`src/hw/rtl/aldfs_pkg.sv`:
```
`default_nettype none

package aldfs_pkg;

	// vertex numbering is fixed by the 4-bit vertex fields
	localparam int VtxW             = 4;
	localparam int MAX_VERTICES     = 16;
	localparam int CountW           = 5;
	localparam int MAX_ARCS_DEFAULT = 128;

	// input actions
	typedef enum logic [1:0] {
		ACT_ADD   = 2'd0,
		ACT_RUN   = 2'd1,
		ACT_CLEAR = 2'd2
	} action_t;

	// result codes
	typedef enum logic [1:0] {
		ST_STORED  = 2'd0,
		ST_DROPPED = 2'd1,
		ST_VISITED = 2'd2,
		ST_CLEARED = 2'd3
	} status_t;

	// configuration register indexes
	typedef enum logic [1:0] {
		REG_VERTEX_COUNT = 2'd0,
		REG_UNDIRECTED   = 2'd1
	} reg_index_t;

	typedef struct packed {
		action_t           action;
		logic [VtxW-1:0]   tail_vertex;
		logic [VtxW-1:0]   head_vertex;
	} req_t;

	typedef struct packed {
		status_t           status;
		logic [VtxW-1:0]   vertex;
		logic              last;
	} rsp_t;

	typedef struct packed {
		logic [1:0]        index;
		logic [CountW-1:0] data;
	} cfg_t;

	typedef enum logic [2:0] {
		S_IDLE,
		S_DECODE,
		S_ARC_FWD,
		S_ARC_REV,
		S_RESULT,
		S_ROOT,
		S_TOP,
		S_NEIGH
	} state_t;

	// controller to datapath
	typedef struct packed {
		logic    ready;
		logic    add_arc;
		logic    add_rev;
		logic    clear_lists;
		logic    run_init;
		logic    root_next;
		logic    visit_root;
		logic    visit_nbr;
		logic    pop;
		logic    arc_read;
		logic    link_update;
		logic    emit;
		status_t emit_status;
	} cmd_t;

	// datapath to controller
	typedef struct packed {
		logic    req_valid;
		action_t action;
		logic    add_ok;
		logic    undirected;
		logic    root_done;
		logic    root_visited;
		logic    depth_zero;
		logic    depth_full;
		logic    top_empty;
		logic    nbr_new;
		logic    last_visit;
		logic    out_free;
	} sts_t;

endpackage

`default_nettype wire

```
`src/hw/rtl/aldfs_if.sv`:
```
`default_nettype none

// request channel
interface aldfs_req_if;
	logic                 valid;
	logic                 ready;
	aldfs_pkg::req_t      data;
	modport source (output valid, output data, input ready);
	modport sink   (input valid, input data, output ready);
endinterface

// result channel
interface aldfs_rsp_if;
	logic                 valid;
	logic                 ready;
	aldfs_pkg::rsp_t      data;
	modport source (output valid, output data, input ready);
	modport sink   (input valid, input data, output ready);
endinterface

// configuration write channel
interface aldfs_cfg_if;
	logic                 valid;
	logic                 ready;
	aldfs_pkg::cfg_t      data;
	modport source (output valid, output data, input ready);
	modport sink   (input valid, input data, output ready);
endinterface

`default_nettype wire

```
`src/hw/rtl/adjacency_list_dfs_order_unit.sv`:
```
`default_nettype none

// channel  role  payload
// req      sink  action, tail_vertex, head_vertex
// rsp      src   status, vertex, last
// cfg      sink  index (0 vertex_count, 1 undirected), data
//
// one item at a time: accept, decode, then
//   add edge: store the arc and, when undirected, its reverse arc, then post the result
//   clear: empty the lists, then post the result
//   run: per arc examined, an arc store read, then visit; besides these, root steps,
//     stack pops and returns to the root scan
// the single read port of the arc store sets the walk rate
// async reset clears list heads, arc count, visited marks, walk depth; arc store is not reset
// a result waits in the output register while rsp.ready is low; the walk pauses on it

module adjacency_list_dfs_order_unit #(
	parameter int MAX_ARCS = aldfs_pkg::MAX_ARCS_DEFAULT
) (
	input  wire logic    clk,
	input  wire logic    arst_n,
	aldfs_req_if.sink    req,
	aldfs_rsp_if.source  rsp,
	aldfs_cfg_if.sink    cfg
);

	aldfs_pkg::cmd_t cmd;
	aldfs_pkg::sts_t sts;

	// sequencer
	aldfs_ctrl u_ctrl (
		.clk    (clk),
		.arst_n (arst_n),
		.sts    (sts),
		.cmd    (cmd)
	);

	// graph storage, walk state and output register
	aldfs_datapath #(
		.MAX_ARCS (MAX_ARCS)
	) u_datapath (
		.clk    (clk),
		.arst_n (arst_n),
		.req    (req),
		.rsp    (rsp),
		.cfg    (cfg),
		.cmd    (cmd),
		.sts    (sts)
	);

`ifndef SYNTH
	a_emit_into_free: assert property (@(posedge clk) disable iff (!arst_n)
		cmd.emit |-> sts.out_free)
		else $error("result posted while output register still held");

	a_emit_shows: assert property (@(posedge clk) disable iff (!arst_n)
		cmd.emit |=> rsp.valid)
		else $error("posted result not presented");

	a_stack_room: assert property (@(posedge clk) disable iff (!arst_n)
		(cmd.visit_root || cmd.visit_nbr) |-> !sts.depth_full)
		else $error("walk stack overflow");
`endif

endmodule

`default_nettype wire

```
`src/hw/rtl/aldfs_datapath.sv`:
```
`default_nettype none

module aldfs_datapath #(
	parameter int MAX_ARCS = aldfs_pkg::MAX_ARCS_DEFAULT
) (
	input  wire logic         clk,
	input  wire logic         arst_n,
	aldfs_req_if.sink         req,
	aldfs_rsp_if.source       rsp,
	aldfs_cfg_if.sink         cfg,
	input  wire aldfs_pkg::cmd_t cmd,
	output aldfs_pkg::sts_t   sts
);

	localparam int VtxW   = aldfs_pkg::VtxW;
	localparam int CountW = aldfs_pkg::CountW;
	localparam int MaxV   = aldfs_pkg::MAX_VERTICES;
	localparam int AW     = $clog2(MAX_ARCS + 1);
	localparam int MW     = $clog2(MAX_ARCS);
	localparam int EW     = VtxW + AW;

	logic [CountW-1:0]   vcount_q;
	logic                undir_q;
	logic [CountW-1:0]   n_work;
	aldfs_pkg::req_t     item_q;
	logic [AW-1:0]       lh_q [MaxV];
	logic [AW-1:0]       used_q;
	logic [EW-1:0]       arc_mem [MAX_ARCS];
	logic [EW-1:0]       rd_q;
	logic [MaxV-1:0]     visited_q;
	logic [CountW-1:0]   root_q;
	logic [CountW-1:0]   depth_q;
	logic [CountW-1:0]   vcnt_q;
	logic [AW-1:0]       stack_arc_q [MaxV];
	aldfs_pkg::rsp_t     out_q;
	logic                out_valid_q;

	logic [VtxW-1:0]     rd_target;
	logic [AW-1:0]       rd_link;
	logic [VtxW-1:0]     top_idx;
	logic [AW-1:0]       top_arc;
	logic [VtxW-1:0]     lh_addr;
	logic [AW-1:0]       lh_rd;
	logic [VtxW-1:0]     from_v;
	logic [VtxW-1:0]     to_v;
	logic [VtxW-1:0]     vsel;
	logic                visit;
	logic [AW:0]         need;
	logic [AW-1:0]       arc_pos;

	// configuration registers
	assign cfg.ready = 1'b1;

	always_ff @(posedge clk or negedge arst_n) begin
		if (!arst_n) begin
			vcount_q <= CountW'(MaxV);
			undir_q  <= 1'b0;
		end else if (cfg.valid) begin
			if (cfg.data.index == aldfs_pkg::REG_VERTEX_COUNT) begin
				vcount_q <= cfg.data.data;
			end
			if (cfg.data.index == aldfs_pkg::REG_UNDIRECTED) begin
				undir_q <= cfg.data.data[0];
			end
		end
	end

	// working vertex count, clamped to 1..MaxV
	always_comb begin
		if (vcount_q == '0) begin
			n_work = CountW'(1);
		end else if (vcount_q > CountW'(MaxV)) begin
			n_work = CountW'(MaxV);
		end else begin
			n_work = vcount_q;
		end
	end

	// input item capture
	assign req.ready = cmd.ready;

	always_ff @(posedge clk) begin
		if (req.valid && cmd.ready) begin
			item_q <= req.data;
		end
	end

	// arc endpoints for forward and reverse insertion
	assign from_v = cmd.add_rev ? item_q.head_vertex : item_q.tail_vertex;
	assign to_v   = cmd.add_rev ? item_q.tail_vertex : item_q.head_vertex;

	// visit target and list head read port
	assign rd_target = rd_q[EW-1 -: VtxW];
	assign rd_link   = rd_q[AW-1:0];
	assign visit     = cmd.visit_root || cmd.visit_nbr;
	assign vsel      = cmd.visit_root ? root_q[VtxW-1:0] : rd_target;
	assign lh_addr   = cmd.add_arc ? from_v : vsel;
	assign lh_rd     = lh_q[lh_addr];

	// list heads and arc allocation count
	always_ff @(posedge clk or negedge arst_n) begin
		if (!arst_n) begin
			for (int i = 0; i < MaxV; i++) begin
				lh_q[i] <= '0;
			end
			used_q <= '0;
		end else if (cmd.clear_lists) begin
			for (int i = 0; i < MaxV; i++) begin
				lh_q[i] <= '0;
			end
			used_q <= '0;
		end else if (cmd.add_arc) begin
			lh_q[from_v] <= used_q + AW'(1);
			used_q       <= used_q + AW'(1);
		end
	end

	// arc store: target and link, one write and one registered read
	assign arc_pos = top_arc - AW'(1);

	always_ff @(posedge clk) begin
		if (cmd.add_arc) begin
			arc_mem[used_q[MW-1:0]] <= {to_v, lh_rd};
		end
		if (cmd.arc_read) begin
			rd_q <= arc_mem[arc_pos[MW-1:0]];
		end
	end

	// walk control counters and visited marks
	always_ff @(posedge clk or negedge arst_n) begin
		if (!arst_n) begin
			visited_q <= '0;
			root_q    <= '0;
			depth_q   <= '0;
			vcnt_q    <= '0;
		end else if (cmd.run_init) begin
			visited_q <= '0;
			root_q    <= '0;
			depth_q   <= '0;
			vcnt_q    <= '0;
		end else begin
			if (cmd.root_next) begin
				root_q <= root_q + CountW'(1);
			end
			if (visit) begin
				visited_q[vsel] <= 1'b1;
				depth_q         <= depth_q + CountW'(1);
				vcnt_q          <= vcnt_q + CountW'(1);
			end else if (cmd.pop) begin
				depth_q <= depth_q - CountW'(1);
			end
		end
	end

	// walk stack of next arc positions
	assign top_idx = VtxW'(depth_q - CountW'(1));
	assign top_arc = stack_arc_q[top_idx];

	always_ff @(posedge clk) begin
		if (cmd.link_update) begin
			stack_arc_q[top_idx] <= rd_link;
		end
		if (visit) begin
			stack_arc_q[depth_q[VtxW-1:0]] <= lh_rd;
		end
	end

	// output register
	always_ff @(posedge clk or negedge arst_n) begin
		if (!arst_n) begin
			out_valid_q <= 1'b0;
		end else if (cmd.emit) begin
			out_valid_q <= 1'b1;
		end else if (rsp.ready) begin
			out_valid_q <= 1'b0;
		end
	end

	always_ff @(posedge clk) begin
		if (cmd.emit) begin
			out_q.status <= cmd.emit_status;
			out_q.vertex <= visit ? vsel : '0;
			out_q.last   <= visit ? sts.last_visit : 1'b1;
		end
	end

	assign rsp.valid = out_valid_q;
	assign rsp.data  = out_q;

	// status toward the controller
	assign need = undir_q ? (AW+1)'(2) : (AW+1)'(1);

	always_comb begin
		sts.req_valid    = req.valid;
		sts.action       = item_q.action;
		sts.add_ok       = ({1'b0, item_q.tail_vertex} < n_work)
			&& ({1'b0, item_q.head_vertex} < n_work)
			&& (({1'b0, used_q} + need) <= (AW+1)'(MAX_ARCS));
		sts.undirected   = undir_q;
		sts.root_done    = root_q >= n_work;
		sts.root_visited = visited_q[root_q[VtxW-1:0]];
		sts.depth_zero   = depth_q == '0;
		sts.depth_full   = depth_q == CountW'(MaxV);
		sts.top_empty    = top_arc == '0;
		sts.nbr_new      = ({1'b0, rd_target} < n_work) && !visited_q[rd_target];
		sts.last_visit   = vcnt_q == (n_work - CountW'(1));
		sts.out_free     = !out_valid_q || rsp.ready;
	end

endmodule

`default_nettype wire

```
`src/hw/rtl/aldfs_ctrl.sv`:
```
`default_nettype none

module aldfs_ctrl (
	input  wire logic         clk,
	input  wire logic         arst_n,
	input  wire aldfs_pkg::sts_t sts,
	output aldfs_pkg::cmd_t   cmd
);

	aldfs_pkg::state_t  state_q;
	aldfs_pkg::state_t  state_d;
	aldfs_pkg::status_t res_status_q;

	// state register
	always_ff @(posedge clk or negedge arst_n) begin
		if (!arst_n) begin
			state_q <= aldfs_pkg::S_IDLE;
		end else begin
			state_q <= state_d;
		end
	end

	// one result code register for add, clear and unknown items
	always_ff @(posedge clk) begin
		if (state_q == aldfs_pkg::S_DECODE) begin
			case (sts.action)
				aldfs_pkg::ACT_ADD: begin
					res_status_q <= sts.add_ok ? aldfs_pkg::ST_STORED
						: aldfs_pkg::ST_DROPPED;
				end
				aldfs_pkg::ACT_CLEAR: begin
					res_status_q <= aldfs_pkg::ST_CLEARED;
				end
				default: begin
					res_status_q <= aldfs_pkg::ST_DROPPED;
				end
			endcase
		end
	end

	// next state
	always_comb begin
		state_d = state_q;
		case (state_q)
			aldfs_pkg::S_IDLE: begin
				if (sts.req_valid) state_d = aldfs_pkg::S_DECODE;
			end
			aldfs_pkg::S_DECODE: begin
				case (sts.action)
					aldfs_pkg::ACT_ADD: begin
						state_d = sts.add_ok ? aldfs_pkg::S_ARC_FWD : aldfs_pkg::S_RESULT;
					end
					aldfs_pkg::ACT_RUN: begin
						state_d = aldfs_pkg::S_ROOT;
					end
					default: begin
						state_d = aldfs_pkg::S_RESULT;
					end
				endcase
			end
			aldfs_pkg::S_ARC_FWD: begin
				state_d = sts.undirected ? aldfs_pkg::S_ARC_REV : aldfs_pkg::S_RESULT;
			end
			aldfs_pkg::S_ARC_REV: begin
				state_d = aldfs_pkg::S_RESULT;
			end
			aldfs_pkg::S_RESULT: begin
				if (sts.out_free) state_d = aldfs_pkg::S_IDLE;
			end
			aldfs_pkg::S_ROOT: begin
				if (sts.root_done) begin
					state_d = aldfs_pkg::S_IDLE;
				end else if (!sts.root_visited && sts.out_free) begin
					state_d = sts.last_visit ? aldfs_pkg::S_IDLE : aldfs_pkg::S_TOP;
				end
			end
			aldfs_pkg::S_TOP: begin
				if (sts.depth_zero) begin
					state_d = aldfs_pkg::S_ROOT;
				end else if (!sts.top_empty) begin
					state_d = aldfs_pkg::S_NEIGH;
				end
			end
			aldfs_pkg::S_NEIGH: begin
				if (!sts.nbr_new) begin
					state_d = aldfs_pkg::S_TOP;
				end else if (sts.out_free) begin
					state_d = sts.last_visit ? aldfs_pkg::S_IDLE : aldfs_pkg::S_TOP;
				end
			end
			default: begin
				state_d = aldfs_pkg::S_IDLE;
			end
		endcase
	end

	// commands
	always_comb begin
		cmd = '0;
		cmd.emit_status = aldfs_pkg::ST_VISITED;
		case (state_q)
			aldfs_pkg::S_IDLE: begin
				cmd.ready = 1'b1;
			end
			aldfs_pkg::S_DECODE: begin
				cmd.clear_lists = sts.action == aldfs_pkg::ACT_CLEAR;
				cmd.run_init    = sts.action == aldfs_pkg::ACT_RUN;
			end
			aldfs_pkg::S_ARC_FWD: begin
				cmd.add_arc = 1'b1;
			end
			aldfs_pkg::S_ARC_REV: begin
				cmd.add_arc = 1'b1;
				cmd.add_rev = 1'b1;
			end
			aldfs_pkg::S_RESULT: begin
				cmd.emit        = sts.out_free;
				cmd.emit_status = res_status_q;
			end
			aldfs_pkg::S_ROOT: begin
				cmd.root_next  = !sts.root_done && sts.root_visited;
				cmd.visit_root = !sts.root_done && !sts.root_visited && sts.out_free;
				cmd.emit       = cmd.visit_root;
			end
			aldfs_pkg::S_TOP: begin
				cmd.pop      = !sts.depth_zero && sts.top_empty;
				cmd.arc_read = !sts.depth_zero && !sts.top_empty;
			end
			aldfs_pkg::S_NEIGH: begin
				cmd.link_update = 1'b1;
				cmd.visit_nbr   = sts.nbr_new && sts.out_free;
				cmd.emit        = cmd.visit_nbr;
			end
			default: begin
				cmd.ready = 1'b0;
			end
		endcase
	end

endmodule

`default_nettype wire
```
`src/flat_wrapper.sv`:
```
// flat-port wrapper written by rule: the top's interface ports become plain ports
module adjacency_list_dfs_order_unit_flat 
#(
	parameter int MAX_ARCS = aldfs_pkg::MAX_ARCS_DEFAULT
)
  (clk, arst_n, req_valid, req_data, req_ready, rsp_valid, rsp_data, rsp_ready, cfg_valid, cfg_data, cfg_ready);
  aldfs_req_if req_i ();
  aldfs_rsp_if rsp_i ();
  aldfs_cfg_if cfg_i ();
  input  wire logic clk;
  input  wire logic arst_n;
  input wire logic [$bits(req_i.valid)-1:0] req_valid;
  input wire logic [$bits(req_i.data)-1:0] req_data;
  output wire logic [$bits(req_i.ready)-1:0] req_ready;
  output wire logic [$bits(rsp_i.valid)-1:0] rsp_valid;
  output wire logic [$bits(rsp_i.data)-1:0] rsp_data;
  input wire logic [$bits(rsp_i.ready)-1:0] rsp_ready;
  input wire logic [$bits(cfg_i.valid)-1:0] cfg_valid;
  input wire logic [$bits(cfg_i.data)-1:0] cfg_data;
  output wire logic [$bits(cfg_i.ready)-1:0] cfg_ready;
  assign req_i.valid = req_valid;
  assign req_i.data = req_data;
  assign req_ready = req_i.ready;
  assign rsp_valid = rsp_i.valid;
  assign rsp_data = rsp_i.data;
  assign rsp_i.ready = rsp_ready;
  assign cfg_i.valid = cfg_valid;
  assign cfg_i.data = cfg_data;
  assign cfg_ready = cfg_i.ready;
  adjacency_list_dfs_order_unit #(.MAX_ARCS(MAX_ARCS)) u_core (.clk(clk), .arst_n(arst_n), .req(req_i), .rsp(rsp_i), .cfg(cfg_i));
endmodule
```
`config.mk`:
```
export PLATFORM = sky130hd
export DESIGN_NAME = adjacency_list_dfs_order_unit_flat
export DESIGN_NICKNAME = d
export VERILOG_FILES = /design/src/hw/rtl/aldfs_pkg.sv /design/src/hw/rtl/aldfs_if.sv /design/src/hw/rtl/adjacency_list_dfs_order_unit.sv /design/src/hw/rtl/aldfs_datapath.sv /design/src/hw/rtl/aldfs_ctrl.sv /design/src/flat_wrapper.sv
export SDC_FILE = /design/constraint.sdc
export NUM_CORES = 2
export LEC_CHECK = 0
export BUFFER_PORTS_ARGS = -buffer_cell sky130_fd_sc_hd__buf_2
export CAP_MARGIN = 20
export CORE_AREA = 5 5 358 360
export DETAILED_ROUTE_END_ITERATION = 16
export DIE_AREA = 0 0 363 365
export HOLD_SLACK_MARGIN = 0.06
export PLACE_DENSITY = 0.76
export SKIP_LAST_GASP = 1
export SLEW_MARGIN = 20
export SYNTH_ARGS = -nofsm -noshare
export SYNTH_HDL_FRONTEND = slang
export SYNTH_SLANG_ARGS = --single-unit
```
`constraint.sdc`:
```
create_clock -name clk -period 9.27 [get_ports clk]
set_clock_uncertainty 0.05 [all_clocks]
set_input_delay 1.854 -clock clk [delete_from_list [all_inputs] [get_ports clk]]
set_output_delay 1.854 -clock clk [all_outputs]
set_load 0.005 [all_outputs]
```
==> reports/qor.csv <==
stage,metric,value,unit
outcome,status,"complete, no violations",
routing,Detailed Route Iter0 Violations,7942,
routing,Via density,6.90,
logic_synthesis,leading area contributor after synthesis,edfxtp_1,
clock_network,Sink Count,1872,
clock_network,clk_lat worst skew,0.83,ns
layout,post-route cell area,86500,µm²
routing,WL/cell,30.6,µm
routing,post-route ant nets,0,
floorplan,IO Pins,32,
clock_network,CTS Buf Count,182,
global_routing,Global Route Usage Sum,32.0,%
logic_synthesis,Post-Syn Instances,4981,
clock_network,Post-CTS Resized,0,
floorplan,starting density of the core,62.3,%
timing,Final setup viols,0,
routing,drt pass-1 iters,9,
critical_path,worst path cell trace,"inv_1, ha_1, buf_4, mux4_2, mux2i_1, mux2i_4, inv_8, ha_1, o21ai_0, mux2i_1, or2_4, buf_4, mux2i_1, mux2i_1, a2111oi_0, nor4_1, nor2_1, nor4_1",
routing,Routed WL,212,mm
timing,Final Hold Viols,0,
logic_synthesis,Syn Nets,5032,
timing,setup TNS after final layout,0,ns
timing,Tmin final,7.79,ns
timing,Max Slew Vio Count,0,
layout,share of layout cells above drive strength 1,18.5,%
layout,area occupied by multi-input gates,21100,µm²
clock_network,H-Tree Depth,4,
placement,input/output buffers,30,
logic_synthesis,"Cell Area, Synth",77700,µm²
timing,unrepaired setup endpoints after global routing,no,
clock_network,maximum clock insertion buffer count,3,
critical_path,"slowest stage delay, CP",0.91,ns
floorplan,row cnt,130,
critical_path,startpoint class of the critical path,register,
logic_synthesis,"Distinct cells, synth",82,
critical_path,CP max stage cell,or2_4,
critical_path,Top Family by Delay on Critical Path,multiplexers,
min_path,worst min path class,reg2reg,
logic_synthesis,Synth warnings,0,
layout,Layout area overhead,11.3,%
placement,global placer's final weighted congestion,0.925,
routing,# DRC,0,
routing,DR vias,47700,
placement,Placement Cell Area,80500,µm²
clock_network,CTS tree,done,
critical_path,Crit Path Category,reg2reg,
placement,Detailed Place HPWL,127,mm
logic_synthesis,post-synthesis sequential area ratio,71.2,%
layout,# fillers,7835,
logic_synthesis,post-synth top area share,65.5,%
critical_path,crit-path max FO,69,
global_routing,largest net degree at the start of global routing,152,
global_routing,total grt overflow,0,
logic_synthesis,"top cells by area, synth","edfxtp_1, mux4_2, dfrtp_1",
logic_synthesis,Avg Synthesized Cell Area,15.6,µm²
layout,# nets final,5154,
clock_network,post-CTS setup buffers,0,
layout,Non-Filler Instances,6908,
timing,Tcrit/Tclk final,84.1,%
logic_synthesis,commonest cells in the netlist,"edfxtp_1, nand2_1, nand3_1, nor2_1, mux2i_1",
clock_network,clk root buf,clkbuf_16,
critical_path,worst path bufs/invs,4,
logic_synthesis,Synth Flop Type,edfxtp_1,
timing,Rel. slew slack,20.6,%
floorplan,Horiz. Die Dim,363,µm
logic_synthesis,"EDFF count, synth",1695,
run,Max-Cap Viols,0,
clock_network,clk slew on worst S/H paths,0.06,ns
floorplan,Die Area,132000,µm²
global_routing,vias in the first global route,46400,
logic_synthesis,Synth Register Bits,1872,
layout,Sequential Area,55300,µm²
logic_synthesis,top-count cell post-synth,edfxtp_1,
critical_path,CP most frequent cell,mux2i_1,
timing,maximum clock frequency,128,MHz
logic_synthesis,async set-or-reset flop fraction in the synthesized netlist,9.46,%
global_routing,initial antenna violation count,3,
clock_network,Hold Buf Count CTS,0,
timing,slew of the pin with the lowest slew margin,1.19,ns
floorplan,core outline area,125000,µm²
floorplan,height of the die,365,µm
placement,Inst Count DP,6569,
critical_path,CP Capture Type,register,
critical_path,Crit path required time,9.79,ns
global_routing,first-pass GRT wire length,311,mm
critical_path,"Arr. time, crit path",8.31,ns
per-layer routing:
layer / global-route usage (%) / wire length (µm) / up-vias
met5: 0 / 23 / -
met1: 43.5 / 75500 / 23900
met2: 49.3 / 97500 / 3482
met4: 15.1 / 11400 / 2
li1: - / - / 19600
met3: 8.52 / 27100 / 660
layout make-up:
class | count | area share (%)
Tap cell | 1650 | 2.39
Timing Repair Buffer | 250 | 2.23
Inverter | 15 | 0.0825
Sequential cell | 1872 | 64.0
Antenna cell | 5 | 0.0145
Clock inverter | 113 | 1.39
Clock buffer | 221 | 5.51
Multi-Input combinational cell | 2782 | 24.4
placed cells by master (no fill, tap or decap), types with 29 or more instances in the layout:
| master | n |
|---|---|
| nor2_1 | 238 |
| a311oi_1 | 40 |
| a32oi_1 | 45 |
| clkinv_2 | 30 |
| nand3_1 | 269 |
| a21oi_1 | 119 |
| nand2_1 | 784 |
| a31oi_1 | 56 |
| edfxtp_1 | 1695 |
| mux2i_1 | 254 |
| a22o_1 | 104 |
| o22ai_1 | 30 |
| clkinv_1 | 39 |
| clkbuf_16 | 183 |
| and3_1 | 30 |
| clkbuf_1 | 34 |
| o21ai_0 | 51 |
| mux2_2 | 144 |
| buf_4 | 209 |
| mux4_2 | 231 |
| dfrtp_1 | 175 |
| buf_2 | 29 |
state kept, by name, indices dropped and copies added, names as in the netlist:
signal / count
u_core.u_datapath.vcnt_q: 5
u_core.u_datapath.vcount_q: 5
u_core.u_datapath.rsp.data: 7
u_core.u_datapath.used_q: 8
u_core.u_datapath.sts: 2
u_core.u_datapath.visited_q: 16
u_core.u_datapath.item_q: 8
u_core.u_datapath.depth_q: 5
u_core.u_ctrl.state_q: 3
u_core.u_datapath.rd_q: 12
u_core.u_datapath.root_q: 5
u_core.u_datapath.lh_q: 128
u_core.u_datapath.undir_q: 1
u_core.u_datapath.rsp.valid: 1
u_core.u_datapath.stack_arc_q: 128
u_core.u_datapath.arc_mem: 1536
u_core.u_ctrl.res_status_q: 2
path summary, 6_finish.rpt:
kind,endpoint,cells past startpoint,startpoint,slack [ns]
max,u_core.u_datapath.rd_q[0],18,u_core.u_datapath.depth_q[0],1.48
min,u_core.u_datapath.lh_q[4],1,u_core.u_datapath.lh_q[4],0.45
max reg2reg,u_core.u_datapath.rd_q[0],18,u_core.u_datapath.depth_q[0],1.48
min reg2reg,u_core.u_datapath.lh_q[4],1,u_core.u_datapath.lh_q[4],0.45
max in group asynchronous,u_core.u_datapath.depth_q[0],3,arst_n,6.25
min in group asynchronous,u_core.u_datapath.lh_q[78],1,arst_n,0.93
cell families (layout without fill, tap and decap cells):
logic type	Yosys count	after routing	synth area share, %
xor gates and xnor gates	31	31	0.349
other	1	6	0.00483
and+or+nand+nor	1467	1467	8.01
muxes	638	638	12.2
adders and majority gates	29	29	0.477
DFF	1872	1872	71.2
buffers and inverters	327	599	1.98
AOI/OAI and AO/OA	616	616	5.78
worst reg2reg max path, cell delays in order, from the launching register on:
cell       delay [ns]
dfrtp_2          0.78
inv_1            0.23
ha_1             0.34
buf_4            0.42
mux4_2           0.39
mux2i_1          0.65
mux2i_4          0.21
inv_8            0.43
ha_1             0.35
o21ai_0          0.13
mux2i_1          0.48
or2_4            0.91
buf_4            0.55
mux2i_1          0.26
mux2i_1          0.09
a2111oi_0        0.68
nor4_1           0.21
nor2_1           0.30
nor4_1           0.10
through the flow:
stage | util (%) | setup WS [ns] | hold WS [ns]
after floorplan | - | 2.66 | 0.415
after global placement | 64.5 | 1.72 | 0.432
after detailed placement | 64.5 | 1.64 | 0.432
after CTS | 69.3 | 1.59 | 0.452
after global routing | 69.3 | 1.11 | 0.462
final | 69.3 | 1.48 | 0.446
Power is left out: the tool's default activity adds up to more than one toggle a clock period on the data nets, which glitch-free logic cannot reach.
